**config.mk**
```make
export PLATFORM = sky130hd
export DESIGN_NAME = fsrm_sad_alu
export DESIGN_NICKNAME = d
export VERILOG_FILES = /design/src/rtl/core/fsrm_pkg.sv /design/src/rtl/core/fsrm_sad_alu.sv
export SDC_FILE = /design/constraint.sdc
export NUM_CORES = 1
export LEC_CHECK = 0
export BUFFER_PORTS_ARGS = -buffer_cell sky130_fd_sc_hd__buf_2
export CAP_MARGIN = 20
export CORE_MARGIN = 4
export CORE_UTILIZATION = 45
export DETAILED_ROUTE_END_ITERATION = 7
export GPL_TIMING_DRIVEN = 0
export PLACE_DENSITY = 0.74
export SYNTH_ARGS = -nofsm -noshare
export SYNTH_HDL_FRONTEND = slang
export SYNTH_SLANG_ARGS = --single-unit
```
**constraint.sdc**
```tcl
create_clock -name vclk -period 3.3
set_clock_uncertainty 0.2 [all_clocks]
set_input_delay 0.165 -clock vclk [all_inputs]
set_output_delay 0.165 -clock vclk [all_outputs]
set_load 0.01 [all_outputs]
```
**src/rtl/core/fsrm_pkg.sv**
```systemverilog
package fsrm_pkg;

    // Payload widths
    localparam int PIX_W     = 8;
    localparam int SUM_W     = 20;
    localparam int IDX_OUT_W = 5;
    localparam int PLOT_W    = 8;

    // Saturation limit of a column accumulator
    localparam logic [SUM_W-1:0] SUM_MAX = {SUM_W{1'b1}};

    // Configuration registers
    localparam int FC_W       = 6;
    localparam int FB_W       = 13;
    localparam int CFG_IDX_W  = 1;
    localparam int CFG_DATA_W = 13;

    localparam logic [FC_W-1:0] FC_RESET = FC_W'(20);
    localparam logic [FB_W-1:0] FB_RESET = FB_W'(4096);

    typedef enum logic [CFG_IDX_W-1:0] {
        CFG_FRAME_COUNT = 1'b0,
        CFG_FRAME_BYTES = 1'b1
    } t_cfg_idx;

endpackage

```
**src/rtl/core/fsrm_sad_alu.sv**
```systemverilog
module fsrm_sad_alu
    import fsrm_pkg::*;
(
    input  logic [PIX_W-1:0] i_pix,
    input  logic [PIX_W-1:0] i_ref,
    input  logic [SUM_W-1:0] i_sum,
    output logic [SUM_W-1:0] o_sum
);

    logic [PIX_W-1:0] abs_diff;
    logic [SUM_W:0]   raw_sum;

    // Absolute byte difference
    assign abs_diff = (i_pix > i_ref) ? (i_pix - i_ref) : (i_ref - i_pix);

    // Accumulate and saturate at the top of the sum range
    assign raw_sum = {1'b0, i_sum} + (SUM_W + 1)'(abs_diff);
    assign o_sum   = raw_sum[SUM_W] ? SUM_MAX : raw_sum[SUM_W-1:0];

endmodule

```
## Yosys cells after proc, flatten, opt, wreduce, memory -nomap -nowiden

Cells that the tools add are included.

| word-level totals | value |
|---|---|
| logic and storage cells | 6 |
| flip-flop bits (word level) | 0 |
| output and inout port bits | 20 |
| input bits | 36 |

| operators by class | value |
|---|---|
| $lt $le $gt $ge | 1 |
| muxes and demuxes | 2 |
| add/sub/neg operators | 3 |

Operators with widths:

| operator | count |
|---|---|
| 20-bit by 8-bit adder with 21-bit output | 1 |
| 20-bit two-way mux | 1 |
| 8-bit subtractor | 2 |
| 8-bit > comparator | 1 |
| 8-bit two-way mux | 1 |

## Longest topological paths before layout

| logic depth | value |
|---|---|
| depth in word-level cells | 4 |
| mapped depth | 17 |

## Worst setup path before layout

No wires, ideal clock.

| path | value |
|---|---|
| kind | input to output |
| start | input port i_pix[5] |
| end | output port o_sum[13] |
| data arrival time | 3.210 ns |
| buffers on the path | 3 |
| cell stages on the path | 16 |
| slack | -0.275 ns |
| data required time | 2.935 ns |
| cells stage by stage | inv_1 ha_1 buf_6 a21o_1 a211o_1 o21ai_4 mux2i_1 xor2_1 ha_1 clkbuf_1 a21oi_1 nand2_1 o211ai_1 buf_2 nand2_1 mux2_2 |

| between the ends | value |
|---|---|
| cells in the longest elaborated chain, start to end | 4 |
| elaborated cells between the ends (all ways) | 6 |
| classes of those cells | add/sub: 3; order compare: 1; mux: 2 |

RTL lines:

| element | line | text |
|---|---|---|
| start: declaration | fsrm_sad_alu.sv:4 | `input logic [PIX_W-1:0] i_pix,` |
| 8-bit subtractor / 8-bit > comparator (equally long branches) | fsrm_sad_alu.sv:14 | `assign abs_diff = (i_pix > i_ref) ? (i_pix - i_ref) : (i_ref - i_pix);` |
| 8-bit two-way mux * | fsrm_sad_alu.sv:14 |  |
| 20-bit by 8-bit adder with 21-bit output * | fsrm_sad_alu.sv:17 | `assign raw_sum = {1'b0, i_sum} + (SUM_W + 1)'(abs_diff);` |
| 20-bit two-way mux * | fsrm_sad_alu.sv:18 | `assign o_sum = raw_sum[SUM_W] ? SUM_MAX : raw_sum[SUM_W-1:0];` |
| end: declaration | fsrm_sad_alu.sv:7 | `output logic [SUM_W-1:0] o_sum` |

Mark *: on every way between the ends. The rest lies on a longest branch, timed or not.

## Final worst setup path

| path | value |
|---|---|
| start | input port i_pix[0] |
| end | output port o_sum[13] |

Same word-level chain as after synthesis.

==> metrics.csv <==
stage;metric;value;unit
outcome;status;finished with violations;
outcome;violations;setup timing;
floorplanning;io_pins;56;
detailed_routing;drc;0;
floorplanning;die_w;63.9;microns
grt;antenna_found_initial;0;
detailed_routing;drt_iter0_drc;171;
detailed_routing;wirelength;4380;microns
power;p_leak;1.11;nW
sta;hold_viol;0;
cells_and_area;syn_to_final_growth;62.4;%
synthesis;ys_top_cells_by_count;inv_1 (24), ha_1 (23), nand2_1 (21);
synthesis;synth_top_cell_area_share;0.205;
place;place_ws;-0.592;ns
cells_and_area;n_clock_buffer;0;
sta;hold_slack;0.461;ns
sta;maxSlewHeadroom;0.630;
detailed_routing;dr.pass1.iters;4;
synthesis;ys_seq_area_frac;0;
power;p_comb_frac;1.000;
grt;first_global_vias;1615;
synthesis;synth_most_common_cell;inv_1;
sta;setup_violations;20;
synthesis;syn_avg_cell_area;7.07;sq um
power;clkPwrFrac;0;
floorplanning;chipHeight;63.9;microns
synthesis;synth_warnings;0;
detailed_routing;wl_per_cell;13.9;microns
cells_and_area;regArea;0;sq um
setup_path;crit_path_end_kind;primary output;
floorplanning;rows;20;
power;p_per_area;346;nW/um^2
detailed_routing;drtAntennaViolNets;0;
detailed_routing;routed_via_density;5.49;
worst_hold_path;hold_path.class;input port to primary output;
setup_path;cp_cell_sequence;buf_8, inv_4, ha_4, inv_2, fa_2, nand3_2, a21oi_2, o21ai_4, buf_6, buf_6, mux2_4, ha_4, a21oi_2, nor2_4, o2111a_2, o211ai_1, mux2_4, buf_6;
power;internal_power;385;uW
worst_hold_path;hp-start;i_sum[15];
synthesis;synth.distinct_cells;36;
setup_path;critical_path_peak_fanout;7;
sta;rsz0062_at_grt;yes;
synthesis;synth_top_family_by_area;compound AO/OA/AOI/OAI gates;
setup_path;crit_top_cell;buf_6;
synthesis;synth_top_area_cell;ha_1;
setup_path;cpPeakStageDelay;0.34;ns
sta;layout_min_cycle_time;3.68;ns
cells_and_area;seq_cells;0;
power;switching_share;0.512;
grt;grt_overflow;0;
place;port_buffers;55;
job;maxCapViolCount;0;
synthesis;netlist_instances;199;
synthesis;ys_top_cells_by_area;ha_1 (20%), mux2_2 (7.2%), inv_1 (6.4%);
place;place_congestion;0.874;
synthesis;synthAdderAreaFrac;0.247;
synthesis;synth_fp_nets;261;
cells_and_area;nNetsFinal;336;
sta;worst_pin_slew;0.551;ns
cells_and_area;drive_gt1_frac;0.518;
power;seq_power_share;0;
setup_path;cp-start-kind;input port;
cells_and_area;nFillCells;209;
setup_path;cp_data_arrival_time;3.32;ns
synthesis;synth_xor_xnor_area_share;0.0623;
power;p_switching;405;uW
floorplanning;coreArea;3030;sq um
detailed_routing;vias;1735;
sta;max_freq;0.272;GHz
sta;period_share;1.12;
grt;grt_start_max_net_pins;10;
setup_path;slowest_stage;fa_2;
cells_and_area;antenna_cells;0;
synthesis;synth_compound_area_frac;0.264;
setup_path;crit_start;i_pix[0];
place;hpwlAfterDp;3000;microns
floorplanning;dieArea;4080;sq um
floorplanning;start_util;0.464;
setup_path;critPathKind;input port to primary output;
sta;report.final.slew_viol_count;0;
grt;grt_pass1_wl;6850;microns
sta;worst_slack;-0.383;ns
synthesis;synthMuxAreaShare;0.125;
setup_path;required;2.93;ns
power;ir_drop;141;uV
synthesis;synth-simple-area-share;0.209;
grt;track_usage;0.194;
synthesis;synth_area;1410;sq um
## what timing repair did
action,CTS,global route
gates resized for setup,42,38
cloned,0,0
endpoints found under the setup margin,20,20
pin swaps,33,30
setup buffers,19,2
hold buffers,0,0
## area by class of cell
cell class                      count  area (sq um)  area share
Timing Repair Buffer               76           546       0.239
Inverter                           24          97.6      0.0427
Tap cell                           44          55.1      0.0241
Buffer                              5          43.8      0.0192
Multi-Input combinational cell    167          1540       0.675
## cells by family after synthesis
| group | count (synthesis) |
|---|---|
| xor+xnor | 10 |
| simple gates | 61 |
| fa+ha+maj | 26 |
| buf+inv | 32 |
| compound gates | 54 |
| mux | 16 |
## stage by stage
| step | area, sq um | setup TNS (ns) | utilization | power [mW] | cells |
|---|---|---|---|---|---|
| CTS | 2110 | -4.68 | 0.695 | 0.676 | 314 |
| global route | 2280 | -8.14 | 0.754 | 0.856 | 316 |
| detailed placement | 1810 | -8.41 | 0.596 | 0.552 | 298 |
| global placement | 1810 | -7.92 | 0.596 | 0.543 | 298 |
| finish | 2280 | -5.51 | 0.754 | 0.790 | 316 |
| floorplan | 1480 | -0.0902 | - | 0.400 | 199 |
## worst max-delay path: cells and delay by family
kind,cells,cell delay [ns]
buffers and inverters,6,0.53
AOI/OAI and AO/OA,5,1.13
and+or+nand+nor,2,0.17
adders and majority gates,3,0.68
muxes,2,0.64
## cell usage in the layout, fill, tap and decap left out, types with 3 or more instances in the layout
| master | count |
|---|---|
| ha_2 | 5 |
| nand3b_1 | 3 |
| a21oi_1 | 9 |
| a21o_1 | 5 |
| buf_2 | 43 |
| nand2b_1 | 5 |
| a21oi_2 | 6 |
| nand2_1 | 15 |
| buf_4 | 15 |
| nor2_2 | 3 |
| a21o_2 | 3 |
| o21ai_0 | 4 |
| nand4_1 | 7 |
| a31oi_1 | 5 |
| mux2_4 | 6 |
| mux2_2 | 4 |
| inv_1 | 21 |
| nand3_1 | 4 |
| nor3_1 | 3 |
| nand2_2 | 4 |
| ha_1 | 13 |
| ha_4 | 5 |
| buf_6 | 19 |
| nor2_1 | 6 |
| o211ai_1 | 3 |
| xnor2_1 | 4 |
| mux2i_1 | 5 |
| nand3_2 | 3 |
| xor2_1 | 6 |
## power groups by stage
stage	registers (mW)	clock network, mW	logic (mW)
3_5_place_dp	0	0	0.552
2_1_floorplan	0	0	0.400
3_3_place_gp	0	0	0.543
4_1_cts	0	0	0.676
6_report	0	0	0.790
5_1_grt	0	0	0.856
## layer usage
layer  vias up  routed length [microns]  global-route usage
met1       795                     1760               0.237
met3         4                      247              0.0141
met2        75                     2350               0.372
li1        861                        -                   -
met4         0                       19              0.0270
met5         -                        0                   0
## final timing paths
check	to	depth (start not counted)
worst max-delay path	o_sum[13]	18
worst min-delay path	o_sum[15]	3
Power figures use the tool's default switching activity.
